`src/hdl/tcdv_pkg.sv`:
```
// ----------------------------------------------------------------------------
// Tax code check-digit validator package
// Types, status codes, character constants and small arithmetic helpers.
// ----------------------------------------------------------------------------
package tcdv_pkg;

    typedef struct packed {
        logic       func;
        logic [7:0] character;
        logic       last;
    } item_t;

    localparam logic [1:0] STATUS_OK     = 2'd0;
    localparam logic [1:0] STATUS_LENGTH = 2'd1;
    localparam logic [1:0] STATUS_BAD    = 2'd2;

    localparam logic MODE_VAT = 1'b0;
    localparam logic MODE_FC  = 1'b1;

    localparam logic [7:0] CH_0 = 8'd48;
    localparam logic [7:0] CH_9 = 8'd57;
    localparam logic [7:0] CH_A = 8'd65;
    localparam logic [7:0] CH_Z = 8'd90;

    localparam logic [4:0] VAT_LEN       = 5'd11;
    localparam logic [4:0] FC_LEN        = 5'd16;
    localparam logic [4:0] VAT_CHECK_POS = 5'd10;
    localparam logic [4:0] FC_CHECK_POS  = 5'd15;
    localparam logic [4:0] POS_MAX       = 5'd31;

    function automatic logic [4:0] odd_value(input logic [4:0] idx);
        logic [4:0] v;
        case (idx)
            5'd0:  v = 5'd1;
            5'd1:  v = 5'd0;
            5'd2:  v = 5'd5;
            5'd3:  v = 5'd7;
            5'd4:  v = 5'd9;
            5'd5:  v = 5'd13;
            5'd6:  v = 5'd15;
            5'd7:  v = 5'd17;
            5'd8:  v = 5'd19;
            5'd9:  v = 5'd21;
            5'd10: v = 5'd2;
            5'd11: v = 5'd4;
            5'd12: v = 5'd18;
            5'd13: v = 5'd20;
            5'd14: v = 5'd11;
            5'd15: v = 5'd3;
            5'd16: v = 5'd6;
            5'd17: v = 5'd8;
            5'd18: v = 5'd12;
            5'd19: v = 5'd14;
            5'd20: v = 5'd16;
            5'd21: v = 5'd10;
            5'd22: v = 5'd22;
            5'd23: v = 5'd25;
            5'd24: v = 5'd24;
            5'd25: v = 5'd23;
            default: v = 5'd0;
        endcase
        return v;
    endfunction

    // Reciprocal multiply; exact for every 9-bit value.
    function automatic logic [3:0] mod10(input logic [8:0] s);
        logic [17:0] prod;
        logic [8:0]  q;
        logic [8:0]  r;
        prod = 18'(s) * 18'd205;
        q    = 9'(prod[17:11]);
        r    = s - 9'(q * 9'd10);
        return r[3:0];
    endfunction

    // Reciprocal multiply that may undershoot by one, then one correction.
    function automatic logic [4:0] mod26(input logic [8:0] s);
        logic [17:0] prod;
        logic [8:0]  q;
        logic [8:0]  r;
        prod = 18'(s) * 18'd315;
        q    = 9'(prod[17:13]);
        r    = s - 9'(q * 9'd26);
        if (r >= 9'd26)
        begin
            r = r - 9'd26;
        end
        return r[4:0];
    endfunction

endpackage

```
`src/hdl/tcdv_item_if.sv`:
```
// ----------------------------------------------------------------------------
// Tax code character channel
// Valid/ready channel that carries one code character per request.
// ----------------------------------------------------------------------------
interface tcdv_item_if;
    logic       valid;
    logic       ready;
    logic       func;
    logic [7:0] character;
    logic       last;

    modport source (output valid, output func, output character, output last, input ready);
    modport sink (input valid, input func, input character, input last, output ready);
endinterface

```
`src/hdl/tcdv_result_if.sv`:
```
// ----------------------------------------------------------------------------
// Tax code result channel
// Valid/ready channel that carries one validation status per request.
// ----------------------------------------------------------------------------
interface tcdv_result_if;
    logic       valid;
    logic       ready;
    logic [1:0] status;

    modport source (output valid, output status, input ready);
    modport sink (input valid, input status, output ready);
endinterface

```
`src/hdl/tcdv_in_stage.sv`:
```
// ----------------------------------------------------------------------------
// Tax code input stage
// Registers one incoming character and hands it to the checking logic.
// ----------------------------------------------------------------------------
module tcdv_in_stage
    import tcdv_pkg::*;
(
    input  logic  clk,
    input  logic  rst_n,
    input  logic  in_valid,
    input  item_t in_item,
    output logic  in_ready,
    input  logic  take,
    output logic  stage_valid,
    output item_t stage_item
);

    logic  valid_reg;
    logic  valid_next;
    item_t item_reg;

    assign in_ready    = !valid_reg || take;
    assign stage_valid = valid_reg;
    assign stage_item  = item_reg;

    always_comb
    begin
        valid_next = valid_reg;
        if (in_ready)
        begin
            valid_next = in_valid;
        end
    end

    always_ff @(posedge clk or negedge rst_n)
    begin
        if (!rst_n)
        begin
            valid_reg <= 1'b0;
        end
        else
        begin
            valid_reg <= valid_next;
        end
    end

    always_ff @(posedge clk)
    begin
        if (in_ready && in_valid)
        begin
            item_reg <= in_item;
        end
    end

endmodule

```
`src/hdl/tcdv_core.sv`:
```
// ----------------------------------------------------------------------------
// Tax code checking core
// Per-character classification, checksum update and final status decision.
// ----------------------------------------------------------------------------
module tcdv_core
    import tcdv_pkg::*;
(
    input  logic       clk,
    input  logic       rst_n,
    input  logic       stage_valid,
    input  item_t      stage_item,
    input  logic       out_free,
    output logic       take,
    output logic       res_valid,
    output logic [1:0] res_status
);

    logic [4:0] pos_reg;
    logic [8:0] sum_reg;
    logic       mode_reg;
    logic       bad_reg;
    logic       head_zero_reg;
    logic       tail_zero_reg;
    logic       mismatch_reg;

    logic [4:0] pos_next;
    logic [8:0] sum_next;
    logic       mode_next;
    logic       bad_next;
    logic       head_zero_next;
    logic       tail_zero_next;
    logic       mismatch_next;

    logic       mode;
    logic       is_digit;
    logic       is_upper;
    logic [3:0] digit;
    logic [4:0] letter;
    logic [4:0] dbl;
    logic [3:0] rem10;
    logic [3:0] want;
    logic [4:0] rem26;
    logic       letter_slot;
    logic [4:0] fc_value;
    logic [4:0] count;
    logic [1:0] status;

    assign take       = stage_valid && (!stage_item.last || out_free);
    assign res_valid  = take && stage_item.last;
    assign res_status = status;

    always_comb
    begin
        mode     = (pos_reg == 5'd0) ? stage_item.func : mode_reg;
        is_digit = stage_item.character inside {[CH_0:CH_9]};
        is_upper = stage_item.character inside {[CH_A:CH_Z]};
        digit    = stage_item.character[3:0];
        letter   = 5'(stage_item.character - CH_A);
        dbl      = (digit > 4'd4) ? 5'({digit, 1'b0} - 5'd9) : {digit, 1'b0};
        rem10    = mod10(sum_reg);
        want     = (rem10 == 4'd0) ? 4'd0 : 4'(4'd10 - rem10);
        rem26    = mod26(sum_reg);
        letter_slot = (pos_reg < 5'd6) || (pos_reg == 5'd8) || (pos_reg == 5'd11);
        fc_value = letter_slot ? letter : 5'(digit);
        count    = (pos_reg == POS_MAX) ? POS_MAX : 5'(pos_reg + 5'd1);

        sum_next       = sum_reg;
        bad_next       = bad_reg;
        head_zero_next = head_zero_reg;
        tail_zero_next = tail_zero_reg;
        mismatch_next  = mismatch_reg;

        if (mode == MODE_VAT)
        begin
            if (pos_reg <= VAT_CHECK_POS)
            begin
                if (!is_digit)
                begin
                    bad_next       = 1'b1;
                    head_zero_next = 1'b0;
                    tail_zero_next = 1'b0;
                end
                else
                begin
                    if (pos_reg < 5'd7 && digit != 4'd0)
                    begin
                        head_zero_next = 1'b0;
                    end
                    if (pos_reg >= 5'd7 && pos_reg <= 5'd9 && digit != 4'd0)
                    begin
                        tail_zero_next = 1'b0;
                    end
                    if (pos_reg < VAT_CHECK_POS)
                    begin
                        sum_next = pos_reg[0] ? sum_reg + 9'(dbl) : sum_reg + 9'(digit);
                    end
                    else if (digit != want)
                    begin
                        mismatch_next = 1'b1;
                    end
                end
            end
        end
        else
        begin
            if (pos_reg == FC_CHECK_POS)
            begin
                if (stage_item.character != 8'(CH_A + 8'(rem26)))
                begin
                    mismatch_next = 1'b1;
                end
            end
            else if (pos_reg < FC_CHECK_POS)
            begin
                if ((letter_slot && !is_upper) || (!letter_slot && !is_digit))
                begin
                    bad_next = 1'b1;
                end
                else
                begin
                    sum_next = pos_reg[0] ? sum_reg + 9'(fc_value)
                                          : sum_reg + 9'(odd_value(fc_value));
                end
            end
        end

        if (mode == MODE_VAT)
        begin
            if (count != VAT_LEN)
            begin
                status = STATUS_LENGTH;
            end
            else if (bad_next || head_zero_next || tail_zero_next || mismatch_next)
            begin
                status = STATUS_BAD;
            end
            else
            begin
                status = STATUS_OK;
            end
        end
        else
        begin
            if (count != FC_LEN)
            begin
                status = STATUS_LENGTH;
            end
            else if (bad_next || mismatch_next)
            begin
                status = STATUS_BAD;
            end
            else
            begin
                status = STATUS_OK;
            end
        end

        pos_next  = count;
        mode_next = mode;
        if (stage_item.last)
        begin
            pos_next       = 5'd0;
            sum_next       = 9'd0;
            mode_next      = MODE_VAT;
            bad_next       = 1'b0;
            head_zero_next = 1'b1;
            tail_zero_next = 1'b1;
            mismatch_next  = 1'b0;
        end
    end

    always_ff @(posedge clk or negedge rst_n)
    begin
        if (!rst_n)
        begin
            pos_reg       <= 5'd0;
            sum_reg       <= 9'd0;
            mode_reg      <= MODE_VAT;
            bad_reg       <= 1'b0;
            head_zero_reg <= 1'b1;
            tail_zero_reg <= 1'b1;
            mismatch_reg  <= 1'b0;
        end
        else if (take)
        begin
            pos_reg       <= pos_next;
            sum_reg       <= sum_next;
            mode_reg      <= mode_next;
            bad_reg       <= bad_next;
            head_zero_reg <= head_zero_next;
            tail_zero_reg <= tail_zero_next;
            mismatch_reg  <= mismatch_next;
        end
    end

endmodule

```
`src/hdl/tcdv_out_stage.sv`:
```
// ----------------------------------------------------------------------------
// Tax code result stage
// Holds one finished status until the downstream side takes it.
// ----------------------------------------------------------------------------
module tcdv_out_stage
    import tcdv_pkg::*;
(
    input  logic       clk,
    input  logic       rst_n,
    input  logic       res_valid,
    input  logic [1:0] res_status,
    output logic       out_free,
    output logic       out_valid,
    output logic [1:0] out_status,
    input  logic       out_ready
);

    logic       valid_reg;
    logic       valid_next;
    logic [1:0] status_reg;

    assign out_free   = !valid_reg || out_ready;
    assign out_valid  = valid_reg;
    assign out_status = status_reg;

    always_comb
    begin
        valid_next = valid_reg;
        if (out_free)
        begin
            valid_next = res_valid;
        end
    end

    always_ff @(posedge clk or negedge rst_n)
    begin
        if (!rst_n)
        begin
            valid_reg <= 1'b0;
        end
        else
        begin
            valid_reg <= valid_next;
        end
    end

    always_ff @(posedge clk)
    begin
        if (out_free && res_valid)
        begin
            status_reg <= res_status;
        end
    end

endmodule

```
`src/hdl/tax_code_check_digit_validator.sv`:
```
// A status goes from the input register through the core into the result register.
// Throughput: one character and checksum update per cycle, but for the stall below.
// The input register keeps taking characters while a status waits downstream,
// until a final character has to wait behind that status.
// Reset: rst_n (asynchronous, active low) empties both registers and starts a new code.
// ----------------------------------------------------------------------------
// Tax code check-digit validator
// Validates Italian VAT numbers and fiscal codes one character at a time.
// ----------------------------------------------------------------------------
module tax_code_check_digit_validator
    import tcdv_pkg::*;
(
    input  logic   clk,
    input  logic   rst_n,
    tcdv_item_if.sink     item,
    tcdv_result_if.source result
);

    item_t      in_item;
    item_t      stage_item;
    logic       stage_valid;
    logic       take;
    logic       out_free;
    logic       res_valid;
    logic [1:0] res_status;

    assign in_item = '{func: item.func, character: item.character, last: item.last};

    tcdv_in_stage u_in_stage (
        .clk         (clk),
        .rst_n       (rst_n),
        .in_valid    (item.valid),
        .in_item     (in_item),
        .in_ready    (item.ready),
        .take        (take),
        .stage_valid (stage_valid),
        .stage_item  (stage_item)
    );

    tcdv_core u_core (
        .clk         (clk),
        .rst_n       (rst_n),
        .stage_valid (stage_valid),
        .stage_item  (stage_item),
        .out_free    (out_free),
        .take        (take),
        .res_valid   (res_valid),
        .res_status  (res_status)
    );

    tcdv_out_stage u_out_stage (
        .clk        (clk),
        .rst_n      (rst_n),
        .res_valid  (res_valid),
        .res_status (res_status),
        .out_free   (out_free),
        .out_valid  (result.valid),
        .out_status (result.status),
        .out_ready  (result.ready)
    );

endmodule

```
`src/flat_wrapper.sv`:
```
// flat-port wrapper written by rule: the top's interface ports become plain ports
module tax_code_check_digit_validator_flat import tcdv_pkg::*;
  (clk, rst_n, item_valid, item_func, item_character, item_last, item_ready, result_valid, result_status, result_ready);
  tcdv_item_if item_i ();
  tcdv_result_if result_i ();
  input  logic clk;
  input  logic rst_n;
  input wire logic [$bits(item_i.valid)-1:0] item_valid;
  input wire logic [$bits(item_i.func)-1:0] item_func;
  input wire logic [$bits(item_i.character)-1:0] item_character;
  input wire logic [$bits(item_i.last)-1:0] item_last;
  output wire logic [$bits(item_i.ready)-1:0] item_ready;
  output wire logic [$bits(result_i.valid)-1:0] result_valid;
  output wire logic [$bits(result_i.status)-1:0] result_status;
  input wire logic [$bits(result_i.ready)-1:0] result_ready;
  assign item_i.valid = item_valid;
  assign item_i.func = item_func;
  assign item_i.character = item_character;
  assign item_i.last = item_last;
  assign item_ready = item_i.ready;
  assign result_valid = result_i.valid;
  assign result_status = result_i.status;
  assign result_i.ready = result_ready;
  tax_code_check_digit_validator u_core (.clk(clk), .rst_n(rst_n), .item(item_i), .result(result_i));
endmodule
```
`config.mk`:
```
export PLATFORM = sky130hd
export DESIGN_NAME = tax_code_check_digit_validator_flat
export DESIGN_NICKNAME = d
export VERILOG_FILES = /design/src/hdl/tcdv_pkg.sv /design/src/hdl/tcdv_item_if.sv /design/src/hdl/tcdv_result_if.sv /design/src/hdl/tcdv_in_stage.sv /design/src/hdl/tcdv_core.sv /design/src/hdl/tcdv_out_stage.sv /design/src/hdl/tax_code_check_digit_validator.sv /design/src/flat_wrapper.sv
export SDC_FILE = /design/constraint.sdc
export NUM_CORES = 1
export LEC_CHECK = 0
export ABC_AREA = 1
export CORE_UTILIZATION = 55
export CTS_BUF_LIST = sky130_fd_sc_hd__clkbuf_4 sky130_fd_sc_hd__clkbuf_8 sky130_fd_sc_hd__clkbuf_16
export CTS_CLUSTER_SIZE = 20
export DETAILED_ROUTE_END_ITERATION = 10
export DONT_BUFFER_PORTS = 1
export HOLD_SLACK_MARGIN = 0.1
export MAX_ROUTING_LAYER = met4
export PLACE_DENSITY = 0.71
export RECOVER_POWER = 100
export SLEW_MARGIN = 20
export SYNTH_ARGS = -nofsm -noshare
export SYNTH_HDL_FRONTEND = slang
export SYNTH_HIERARCHICAL = 1
export SYNTH_SLANG_ARGS = --single-unit
```
`constraint.sdc`:
```
create_clock -name clk -period 9.7 [get_ports clk]
set_clock_uncertainty 0.1 [all_clocks]
set_input_delay 1.94 -clock clk [delete_from_list [all_inputs] [get_ports clk]]
set_output_delay 1.94 -clock clk [all_outputs]
set_load 0.02 [all_outputs]
```
After elaboration in Yosys (flattened, before gate mapping)
Memory sizes are Yosys's and may differ from the RTL's. Cells that the tools add are included.

Add/sub/neg operators: 12. Multiply operators: 4. Div/mod/pow operators: 0. Magnitude comparators: 13. Equality and inequality tests: 11. Shifts and indexed selects: 0. Muxes and demuxes: 52. Bitwise gates (word level): 0. Reduce and logical (&&, ||, !) cells: 34.

Operators with widths (number): $mux 9 (10); $mux 5 (9); $add 9x5->9 (3); $mux 1 (27); $mul 9x9->18 const B (1); $mul 9x8->17 const B (1); $eq 5x4->1 const B (3); $logic_and 1x1->1 (11); $le 5x4->1 const B (2); $logic_or 1x1->1 (10); $lt 5x3->1 const B (2); $lt 5x4->1 const B (2); $mux 2 (5); $add 9x4->9 (1); $ge 9x5->1 const B (1); $reduce_bool 3->1 (3); $sub 9x9->9 (1); $add 7x5->8 const A (1); $ge 8x6->1 const B (1); $ge 8x7->1 const B (1); $le 8x6->1 const B (1); $le 8x7->1 const B (1); $mul 5x4->8 const B (1); $ne 8x8->1 (1); other kinds (21) (27).

Flip-flop bits (word level): 33. Bits in latches: 0. Memory bits (writable): 0. Bits in read-only memories: 160. Input port bits: 14. Output and inout port bits: 4. Word-level logic and storage cells: 140. Memories: 1.

Memories: (no name shown) (depth 32, bits a word 5, rd ports 1, clocked after Yosys merged registers in 0, write ports 0, line tcdv_pkg.sv:33) `case (idx)`.

Longest topological paths before layout
Gate-level depths: netlist of run 1.

Depth after elaboration: 17. Depth in mapped cells: 53. Mapped depth without buffers: 53.

Modules after synthesis
Netlist of run 1, hierarchy kept.

By module, submodules not included: tcdv_core (times used 1, cells each 782, area each 5532.8 µm², seq. area each 478.0 µm²); tcdv_in_stage (times used 1, cells each 16, area each 345.3 µm², seq. area each 325.3 µm²); tcdv_out_stage (times used 1, cells each 8, area each 105.1 µm², seq. area each 85.1 µm²).

Worst setup path before layout of run 1
OpenSTA, ideal clock, no wires.

Kind: flip-flop to flip-flop. Start: register u_core.u_core.sum_reg[4]. End: register u_core.u_out_stage.status_reg[1] (netlist: u_core/u_out_stage/out_status[1]), data pin. Library setup time: 0.252 ns. Arrival: 7.477 ns. Required time: 9.348 ns. Slack: 1.871 ns. Stages on the path, launching flop included: 49. Path buffers: 0. Clock period less this slack: 7.829 ns. Path through: dfrtp_1 > ha_1 > inv_1 > fa_1 > inv_1 > ha_1 > inv_1 > fa_1 > inv_1 > ha_1 > nand3_1 > nor2_1 > o211ai_1 > nand2_1 > nand3_1 > nand2_1 > a21oi_1 > o21ai_0 > [13 not listed] > nand2_2 > nor2_2 > nand3_4 > nand2_1 > nand2_2 > ha_1 > a21oi_1 > o21ai_0 > nor2_1 > nand2_1 > nor2_1 > nand2_1 > nor2_1 > nand2_1 > nand2_1 > nand3_1 > nand2_1 > nand2_1.

Longest elaborated chain between the ends: 15. Elaborated cells on any way between the ends: 29. Those cells by class: add/sub (5); mul (4); order compare (1); eq/ne (2); mux (14); reduce/logical (3).

RTL lines: start, declared (line tcdv_core.sv:19) `logic [8:0] sum_reg;`; start signal, assigned (line tcdv_core.sv:187) `sum_reg <= sum_next;`; branches (longest 10 deep; another with $mul 9x9->18); $mux 1 * (line tcdv_core.sv:73) `if (mode == MODE_VAT)`; $logic_or 1x1->1 (on tied branches) (line tcdv_core.sv:133, tcdv_core.sv:148); $mux 2 (on tied branches) (line tcdv_core.sv:133, tcdv_core.sv:148); $mux 2 (on tied branches) (line tcdv_core.sv:129, tcdv_core.sv:144); $mux 2 * (line tcdv_core.sv:127) `if (mode == MODE_VAT)`; net u_core.res_status[1] (line tax_code_check_digit_validator.sv:25) `logic [1:0] res_status;`; end signal, assigned (line tcdv_out_stage.sv:51) `status_reg <= res_status;`; end, declared (line tcdv_out_stage.sv:20) `logic [1:0] status_reg;`.

Mark *: on every way through the listed nets, which the timed path passes. A chain may end at the register's enable or synchronous reset.

Worst setup path after layout of run 1
Same ends and word-level chain as after synthesis.

==> results of run 1 <==
-- where the power goes --
part           internal [W]  leakage, nW  switching (W)
Clock             0.0000769       0.0543      0.0000565
Sequential         0.000173        0.383      0.0000532
Combinational      0.000670         3.10        0.00114
-- final cells by class --
class                      instances  area (um^2)
timing repair buffer               1         7.51
clock inverter                     3         46.3
multi-input combinational        579         4350
fill                             961         4190
sequential                        33          888
inverter                         187          702
tap                              136          170
clock buffer                       5         68.8
-- synth_stat cells, types with 2 or more instances --
cell	count
inv_1	184
nand2_1	147
ha_1	106
nor2_1	57
nand3_1	46
fa_1	43
o21ai_0	40
a21oi_1	34
dfrtp_1	19
nand2_2	14
xor2_1	14
edfxtp_1	12
nand4_1	10
xnor2_1	8
o22ai_1	7
nor3_1	6
a21o_1	5
clkbuf_1	5
nand3_2	5
o211ai_1	5
nor2_2	4
nand3b_1	3
o31ai_1	3
a31oi_1	2
buf_2	2
dfstp_2	2
inv_2	2
o21a_1	2
o21ai_1	2
o221ai_1	2
xor2_2	2
-- cells by family (layout without fill, tap and decap cells) --
group,after synthesis,count (layout)
adder cells (fa/ha/maj),149,149
XOR/XNOR,24,24
AND/OR/NAND/NOR,298,298
flip-flops,33,33
buffers and inverters,194,196
AO/OA/AOI/OAI,108,108
-- per-layer routing --
layer  global-route usage, %  wire length, um
met5                       -                0
met4                    4.96              167
met3                    3.37              599
met1                    35.2             6320
met2                    41.2             5880
-- tightest hold or removal path: stages (launching register included) --
cell and delay, ns:
dfstp_2 0.37, nand3_1 0.09, nand2_1 0.06
-- final timing paths --
| path | end | slack (ns) | depth (start not counted) | start |
|---|---|---|---|---|
| worst max-delay path | u_core/u_out_stage/out_status[1] | 1.07 | 47 | u_core/u_core/sum_reg[4] |
| worst min-delay path | u_core/u_core/head_zero_reg | 0.42 | 2 | u_core/u_core/head_zero_reg |
| worst max register to register | u_core/u_out_stage/out_status[1] | 1.07 | 47 | u_core/u_core/sum_reg[4] |
| worst min register to register | u_core/u_core/head_zero_reg | 0.42 | 2 | u_core/u_core/head_zero_reg |
| max in group asynchronous | u_core/u_core/tail_zero_reg | 8.09 | 0 | rst_n |
| min in group asynchronous | u_core/u_core/sum_reg[1] | 1.24 | 0 | rst_n |
-- per-stage QoR --
stage / util, % / instances
after detailed placement: 58.9 / 936
after global routing: 59.8 / 944
final: 59.8 / 944
after global placement: 58.9 / 936
after CTS: 60.0 / 944
after floorplan: - / 806
==> impl_metrics.py, run 1 <==
metrics = {
    "logic_synthesis": {
        "synth_edf_count": 12,
        "syn-cell-area_mm2": 0.00598,
        "synthMuxAreaShare_pct": 0,
        "synth_flop_cell": "dfrtp_1",
        "ys_types": 44,
        "synthTopCellsByArea": "ha_1 (22%), fa_1 (14%), inv_1 (12%)",
        "synth_nets": 969,
        "synthXorXnorAreaFrac_pct": 3.76,
        "yosys.area_share.simple_pct": 22.2,
        "ys_warn_count": 6,
        "synth.avg_cell_area_um2": 7.42,
        "yosysTopAreaCellShare_pct": 22.2,
        "ys_seq_elements": 33,
        "yosys.area_share.adder_pct": 36.6,
        "ys_seq_area_share_pct": 14.8,
        "synth_top_family_by_area": "adder cells",
        "async_flop_share_pct": 63.6,
        "synth-compound-area-share_pct": 10.4,
        "synth_cells": 806,
        "yosys.area.top_type": "ha_1",
    },
    "floorplan": {
        "coreArea_mm2": 0.0104,
        "initial_utilization_pct": 57.4,
        "placementRows": 37,
        "die_w_um": 106,
        "die_h_um": 106,
        "dieArea_mm2": 0.0113,
        "io_pins": 18,
    },
    "power": {
        "p_per_area_mw_per_mm2": 348,
        "peakVddDrop_mv": 0.259,
        "p_leak_nw": 3.54,
        "finalPower_w": 0.00217,
    },
    "placement": {
        "place_ws_ns": 1.17,
        "dp_hpwl_mm": 10.9,
        "place_congestion": 0.931,
        "port_buffers": 0,
        "placed_area_mm2": 0.00613,
    },
    "clocking": {
        "root_buffer": "clkbuf_8",
        "numCtsBuffers": 5,
        "postCtsSetupBuffers": 0,
        "clockBufferDepth": 2,
        "tritoncts": "done",
        "cts_resized": 0,
        "h-tree-depth": 2,
        "clk_pin_slew_worst_paths_ns": 0.08,
        "cts_hold_buf": 0,
        "clk_latency_ns": 0.29,
        "cts_sinks": 33,
    },
    "run": {
        "maxCapViolations": 0,
    },
    "run_status": {
        "outcome": "finished, final reports clean",
    },
    "timing": {
        "drv_slew": 0,
        "fmax_mhz": 116,
        "whs_ns": 0.424,
        "fin_tns_setup_ns": 0,
        "rsz0062_at_grt": "no",
        "timing.final.crit_share_pct": 89.0,
        "worst_slack_ns": 1.07,
        "setup_viol_count_final": 0,
        "hold_violations": 0,
        "min_period_ns": 8.63,
        "max_slew_margin_pct": 30.9,
        "worst_pin_slew_ns": 1.04,
    },
    "global_routing": {
        "grt.total_usage_pct": 25.7,
        "grt_pass1_vias": 5104,
        "grt_start_max_net_pins": 22,
        "grt-ovfl-total": 0,
        "antenna_found_initial": 0,
        "grt_pass1_wl_mm": 23.0,
    },
    "setup_path": {
        "cp_slowest_cell": "dfrtp_1",
        "crit_family": "adder cells",
        "worst_setup_path_end_kind": "flop",
        "start_kind": "flop",
        "path_buf_inv": 5,
        "required_ns": 9.65,
        "cp.arrival_ns": 8.58,
        "worst-setup-path-type": "flop to flop",
        "crit_fanout": 10,
        "cp_common_cell": "nand2_1",
        "crit_path_max_incr_delay_ns": 0.56,
    },
    "route": {
        "drt_iter0_markers": 370,
        "viasPerCell": 5.43,
        "wl_per_cell_um": 13.7,
        "detail-route-antenna-nets": 0,
        "drcViolationCount": 0,
        "drt-total-wl_mm": 13.0,
        "dr.pass1.iters": 5,
        "num_vias": 5124,
    },
    "layout": {
        "largest_reg_flops": 10,
        "final_layout_size_suffix_gt1_share_pct": 4.83,
        "layout_commonest_cell": "inv_1",
        "area_growth_pct": 4.12,
        "nets": 970,
        "diodes": 0,
        "mostFrequentLayoutCells": "inv_1 (184), nand2_1 (148), ha_1 (106)",
        "final_area_mm2": 0.00623,
    },
    "hold_path": {
        "hp-class": "flop to flop",
    },
}
No activity file was read; power rests on OpenSTA's default activity.
==> run 2: changes to the inputs <==
--- a/config.mk
+++ b/config.mk
@@ -5,7 +5,6 @@
 export SDC_FILE = /design/constraint.sdc
 export NUM_CORES = 1
 export LEC_CHECK = 0
-export ABC_AREA = 1
 export CORE_UTILIZATION = 55
 export CTS_BUF_LIST = sky130_fd_sc_hd__clkbuf_4 sky130_fd_sc_hd__clkbuf_8 sky130_fd_sc_hd__clkbuf_16
 export CTS_CLUSTER_SIZE = 20
==> run 2 against run 1 <==
Against the previous run: hold slack got worse by 0.017 ns; design area decreased by 1.8%; first-iteration DRC count is 29% lower; worst setup slack got worse by 0.50 ns; sequential share of layout area up 0.30 points; non-clock buffer count increased by 7; fmax decreased by 5.4%; combinational power is 9% lower.
==> impl_metrics.py, run 2 <==
metrics = {
    "run_status": {
        "outcome": "finished, final reports clean",
    },
    "logic_synthesis": {
        "synth.avg_cell_area_um2": 8.90,
        "yosysTopAreaCellShare_pct": 22.5,
        "ys_types": 77,
        "synth_edf_count": 12,
        "syn-cell-area_mm2": 0.00588,
        "synth_top_cells_by_count": "inv_1 (114), ha_1 (106), fa_1 (43)",
        "ys_seq_area_share_pct": 15.1,
        "ys_seq_elements": 33,
        "yosysMostFrequentCell": "inv_1",
        "ys_warn_count": 6,
        "synth_cells": 661,
        "yosys.area.top_type": "ha_1",
        "synth_nets": 824,
        "synth_flop_cell": "dfrtp_1",
        "synthTopCellsByArea": "ha_1 (23%), fa_1 (15%), dfrtp_1 (8.1%)",
        "async_flop_share_pct": 63.6,
    },
    "clocking": {
        "tritoncts": "done",
        "numCtsBuffers": 5,
        "clk_pin_slew_worst_paths_ns": 0.07,
        "h-tree-depth": 2,
        "root_buffer": "clkbuf_8",
        "cts_hold_buf": 0,
        "cts_sinks": 33,
        "clockBufferDepth": 2,
        "clk_latency_ns": 0.28,
    },
    "run": {
        "maxCapViolations": 0,
    },
    "power": {
        "p_sw_share_pct": 51.9,
        "finalPower_w": 0.00197,
        "p_sw_w": 0.00102,
        "combPwrFrac_pct": 83.5,
        "power_frac_clock_pct": 5.2,
        "peakVddDrop_mv": 0.145,
        "p_per_area_mw_per_mm2": 322,
        "p_leak_nw": 3.05,
        "seqPwrFrac_pct": 11.3,
        "p_int_w": 0.000950,
    },
    "layout": {
        "layout_commonest_cell": "inv_1",
        "area_growth_pct": 4.04,
        "nets": 823,
        "final-instance-count-excl-fill": 797,
        "diodes": 0,
        "final_layout_size_suffix_gt1_share_pct": 5.90,
        "largest_reg_flops": 10,
        "mostFrequentLayoutCells": "inv_1 (114), ha_1 (106), fa_1 (43)",
    },
    "route": {
        "num_vias": 4589,
        "dr.pass1.iters": 5,
        "drcViolationCount": 0,
        "detail-route-antenna-nets": 0,
        "viasPerCell": 5.76,
        "drt_iter0_markers": 263,
        "drt-total-wl_mm": 12.7,
        "wl_per_cell_um": 16.0,
    },
    "setup_path": {
        "worst_r2r_path_depth": 39,
        "timing.rr.start": "u_core/u_core/sum_reg[4]",
        "crit_path_max_incr_delay_ns": 0.53,
        "cp.arrival_ns": 9.20,
        "rrSetupSlack_ns": 0.58,
        "cp_common_cell": "ha_1",
        "required_ns": 9.78,
        "cp_slowest_cell": "fa_1",
        "worstSetupStartpoint": "u_core/u_core/sum_reg[4]",
        "worstReg2RegEnd": "u_core/u_core/mismatch_reg",
        "worst-setup-path-type": "flop to flop",
        "crit_fanout": 9,
        "start_kind": "flop",
        "worst_setup_path_end_kind": "flop",
    },
    "timing": {
        "whs_ns": 0.407,
        "setup_viol_count_final": 0,
        "timing.final.crit_share_pct": 94.1,
        "fmax_mhz": 110,
        "fin_tns_setup_ns": 0,
        "min_period_ns": 9.12,
        "max_slew_margin_pct": 34.6,
        "worst_pin_slew_ns": 0.971,
        "drv_slew": 0,
        "worst_slack_ns": 0.576,
        "hold_violations": 0,
        "rsz0062_at_grt": "no",
    },
    "global_routing": {
        "antenna_found_initial": 0,
        "grt.total_usage_pct": 24.9,
        "grt-ovfl-total": 0,
        "grt_pass1_vias": 4602,
        "grt_start_max_net_pins": 22,
        "grt_pass1_wl_mm": 21.8,
    },
    "floorplan": {
        "io_pins": 18,
        "initial_utilization_pct": 57.0,
        "die_h_um": 105,
        "die_w_um": 105,
        "placementRows": 37,
        "coreArea_mm2": 0.0103,
        "dieArea_mm2": 0.0111,
    },
    "hold_path": {
        "hold_path_end": "u_core/u_core/bad_reg",
        "hp-class": "flop to flop",
        "min_path_cells": 2,
        "min_from": "u_core/u_core/bad_reg",
    },
    "placement": {
        "dpl.cell_count": 784,
        "place_ws_ns": 0.314,
        "dp_hpwl_mm": 10.4,
        "port_buffers": 0,
        "place_congestion": 0.861,
    },
}
[run 2: changes by cell type after synthesis, moves of 7 or more]
| cell | change |
|---|---|
| nor2_1 | -18 |
| mux2i_1 | +8 |
| nand2_1 | -113 |
| nand2b_1 | +11 |
| o21ai_0 | -10 |
| inv_1 | -70 |
| xnor2_1 | +24 |
| nor2b_1 | +7 |
| nand3_1 | -35 |
| nand2_2 | -14 |
[run 2: area by class of cell]
type	instances	area, um^2
clock buffers	5	68.8
flip-flops and latches	33	891
repair buffers	8	56.3
clock inverters	3	17.5
fillers	923	4200
well taps	136	170
inverters	117	439
multi-input cells	495	4480
[run 2: worst max-delay path by stage]
stage,endpoint,slack (ns),cells past startpoint
floorplan,u_core/u_core/mismatch_reg,1.12,38
global placement,u_core/u_core/mismatch_reg,0.68,39
detailed placement,u_core/u_core/mismatch_reg,0.31,38
CTS,u_core/u_core/mismatch_reg,0.29,39
global route,u_core/u_core/mismatch_reg,0.06,37
finish,u_core/u_core/mismatch_reg,0.58,39
[run 2: stage by stage]
step | area (um^2) | util (%)
3_3_place_gp | 6000 | 58.2
5_1_grt | 6120 | 59.3
6_report | 6120 | 59.3
2_1_floorplan | 5880 | -
3_5_place_dp | 6000 | 58.2
4_1_cts | 6090 | 59.0
[run 2: worst max-delay path, delay by kind of cell (launching register included)]
family / cells / cell delay (ns)
buffers and inverters: 5 / 0.34
muxes: 1 / 0.31
DFF: 1 / 0.50
adders and majority gates: 10 / 3.68
AOI/OAI and AO/OA: 15 / 2.65
xor gates and xnor gates: 4 / 0.71
and+or+nand+nor: 4 / 0.71
[run 2: power by group through the flow]
stage	Sequential (W)	Clock, W	Combinational (W)
5_1_grt	0.000228	0.000109	0.00188
3_3_place_gp	0.000224	0	0.00152
4_1_cts	0.000222	0.000104	0.00161
2_1_floorplan	0.000211	0	0.00128
6_report	0.000224	0.000102	0.00165
3_5_place_dp	0.000225	0	0.00159
[run 2: routing by layer]
metal	share of wire, %	track usage [%]	wire length (um)
met2	52	44.6	6580
met1	45	31.5	5690
met3	3.1	1.86	398
met4	0.57	3.52	72
met5	0	-	0
[run 2: kinds of logic after synthesis]
| group | count (synthesis) | synth area share, % |
|---|---|---|
| multiplexers | 14 | 2.89 |
| AND/OR/NAND/NOR | 149 | 13.4 |
| adder cells (fa/ha/maj) | 149 | 37.2 |
| XOR/XNOR | 46 | 6.98 |
| AO/OA/AOI/OAI | 137 | 15.7 |
| buffers and inverters | 133 | 8.66 |
| flip-flops | 33 | 15.1 |
[run 2: what timing repair did]
item	4_1_cts	5_1_grt
endpoints found under the setup margin	0	2
gates resized for setup	0	4
setup buffers	0	5
hold endpoints to repair	0	0
==> run 3: changes to the inputs <==
--- a/config.mk
+++ b/config.mk
@@ -12,7 +12,7 @@
 export DONT_BUFFER_PORTS = 1
 export HOLD_SLACK_MARGIN = 0.1
 export MAX_ROUTING_LAYER = met4
-export PLACE_DENSITY = 0.71
+export PLACE_DENSITY = 0.7
 export RECOVER_POWER = 100
 export SLEW_MARGIN = 20
 export SYNTH_ARGS = -nofsm -noshare
==> run 3 against run 2 <==
Against the previous run: via count is 1.4% higher; worst setup slack worse by 0.044 ns; critical path depth stayed put; register-to-register slack worse by 0.04 ns; fmax is 0.48% lower.
==> impl_metrics.py, run 3 (synthesis gave the netlist of run 2 again) <==
metrics = {
    "timing": {
        "drv_slew": 0,
        "fin_tns_setup_ns": 0,
        "max_slew_margin_pct": 36.0,
        "worst_pin_slew_ns": 0.959,
        "min_period_ns": 9.17,
        "worst_slack_ns": 0.532,
        "setup_viol_count_final": 0,
        "hold_violations": 0,
        "rsz0062_at_grt": "no",
        "timing.final.crit_share_pct": 94.5,
        "fmax_mhz": 109,
    },
    "route": {
        "detail-route-antenna-nets": 0,
        "wl_per_cell_um": 15.8,
        "drt-total-wl_mm": 12.6,
        "drt_iter0_markers": 216,
        "num_vias": 4652,
        "drcViolationCount": 0,
        "viasPerCell": 5.84,
        "dr.pass1.iters": 4,
    },
    "power": {
        "p_per_area_mw_per_mm2": 323,
        "peakVddDrop_mv": 0.161,
        "p_leak_nw": 3.05,
    },
    "placement": {
        "place_congestion": 0.889,
        "dp_hpwl_mm": 10.3,
        "place_ws_ns": 0.288,
        "dpl.cell_count": 784,
        "port_buffers": 0,
    },
    "global_routing": {
        "grt-ovfl-total": 0,
        "grt_start_max_net_pins": 22,
        "antenna_found_initial": 0,
        "grt_pass1_vias": 4710,
        "grt.total_usage_pct": 24.9,
        "grt_pass1_wl_mm": 21.7,
    },
    "layout": {
        "diodes": 0,
        "area_growth_pct": 4.15,
        "final_layout_size_suffix_gt1_share_pct": 6.05,
        "layout_commonest_cell": "inv_1",
        "mostFrequentLayoutCells": "inv_1 (114), ha_1 (106), fa_1 (43)",
        "nets": 823,
        "final-instance-count-excl-fill": 797,
        "final_core_util_pct": 59.3,
        "largest_reg_flops": 10,
    },
    "floorplan": {
        "die_h_um": 105,
        "die_w_um": 105,
        "io_pins": 18,
        "dieArea_mm2": 0.0111,
        "placementRows": 37,
        "initial_utilization_pct": 57.0,
        "coreArea_mm2": 0.0103,
    },
    "hold_path": {
        "hp-class": "flop to flop",
        "min_path_cells": 2,
    },
    "clocking": {
        "clockBufferDepth": 2,
        "h-tree-depth": 2,
        "root_buffer": "clkbuf_8",
        "cts_sinks": 33,
        "clk_pin_slew_worst_paths_ns": 0.07,
        "clk_latency_ns": 0.28,
        "tritoncts": "done",
        "numCtsBuffers": 5,
    },
    "setup_path": {
        "worst-setup-path-type": "flop to flop",
        "required_ns": 9.77,
        "worst_setup_path_end_kind": "flop",
        "cp_slowest_cell": "fa_1",
        "cp_common_cell": "ha_1",
        "crit_fanout": 9,
        "crit_path_max_incr_delay_ns": 0.54,
        "start_kind": "flop",
        "worst_r2r_path_depth": 39,
        "cp.arrival_ns": 9.24,
    },
    "run_status": {
        "outcome": "finished, final reports clean",
    },
    "run": {
        "maxCapViolations": 0,
    },
}
==> run 3: critical path, delay by kind of cell, from the launching register on <==
kind | cells | cell delay, ns
buf+inv | 5 | 0.35
flops | 1 | 0.50
simple gates | 4 | 0.66
fa+ha+maj | 10 | 3.71
mux | 1 | 0.30
xor+xnor | 4 | 0.75
compound gates | 15 | 2.67
==> run 3: path summary, 6_finish.rpt <==
kind,from,endpoint,slack [ns]
setup / recovery,u_core/u_core/sum_reg[5],u_core/u_core/mismatch_reg,0.53
hold / removal,u_core/u_core/tail_zero_reg,u_core/u_core/tail_zero_reg,0.41
setup reg to reg,u_core/u_core/sum_reg[5],u_core/u_core/mismatch_reg,0.53
hold reg to reg,u_core/u_core/tail_zero_reg,u_core/u_core/tail_zero_reg,0.41
max in group asynchronous,rst_n,u_core/u_core/head_zero_reg,8.08
min in group asynchronous,rst_n,u_core/u_core/pos_reg[1],1.25
==> run 3: report_power, final <==
group	total (W)	internal [W]	switching [W]
sequential	0.000223	0.000172	0.0000508
combinational	0.00164	0.000733	0.000910
clock	0.000110	0.0000604	0.0000499
total	0.00198	0.000966	0.00101
==> run 3: metrics by stage <==
| step | instance area, um^2 | hold WS, ns | total power, W |
|---|---|---|---|
| after floorplan | 5880 | 0.349 | 0.00149 |
| after global placement | 6000 | 0.376 | 0.00176 |
| after detailed placement | 6000 | 0.373 | 0.00181 |
| after CTS | 6100 | 0.407 | 0.00194 |
| after global routing | 6130 | 0.426 | 0.00224 |
| final | 6130 | 0.412 | 0.00198 |
==> run 3: cell type report <==
| class | count | area, um^2 |
|---|---|---|
| fillers | 906 | 4200 |
| repair buffers | 8 | 56.3 |
| flip-flops and latches | 33 | 891 |
| clock inverters | 1 | 7.51 |
| well taps | 136 | 170 |
| inverters | 117 | 439 |
| multi-input cells | 495 | 4470 |
| clock buffers | 7 | 90.1 |
==> run 3: per-layer routing <==
| metal | global-route usage [%] | wire length (um) |
|---|---|---|
| met4 | 5.94 | 180 |
| met5 | - | 0 |
| met3 | 3.90 | 486 |
| met1 | 29.9 | 5540 |
| met2 | 43.8 | 6430 |
==> run 3: what timing repair did <==
item	CTS	global route
gates resized for setup	0	4
setup endpoints to repair	0	2
hold buffers	0	0
setup buffers	0	5
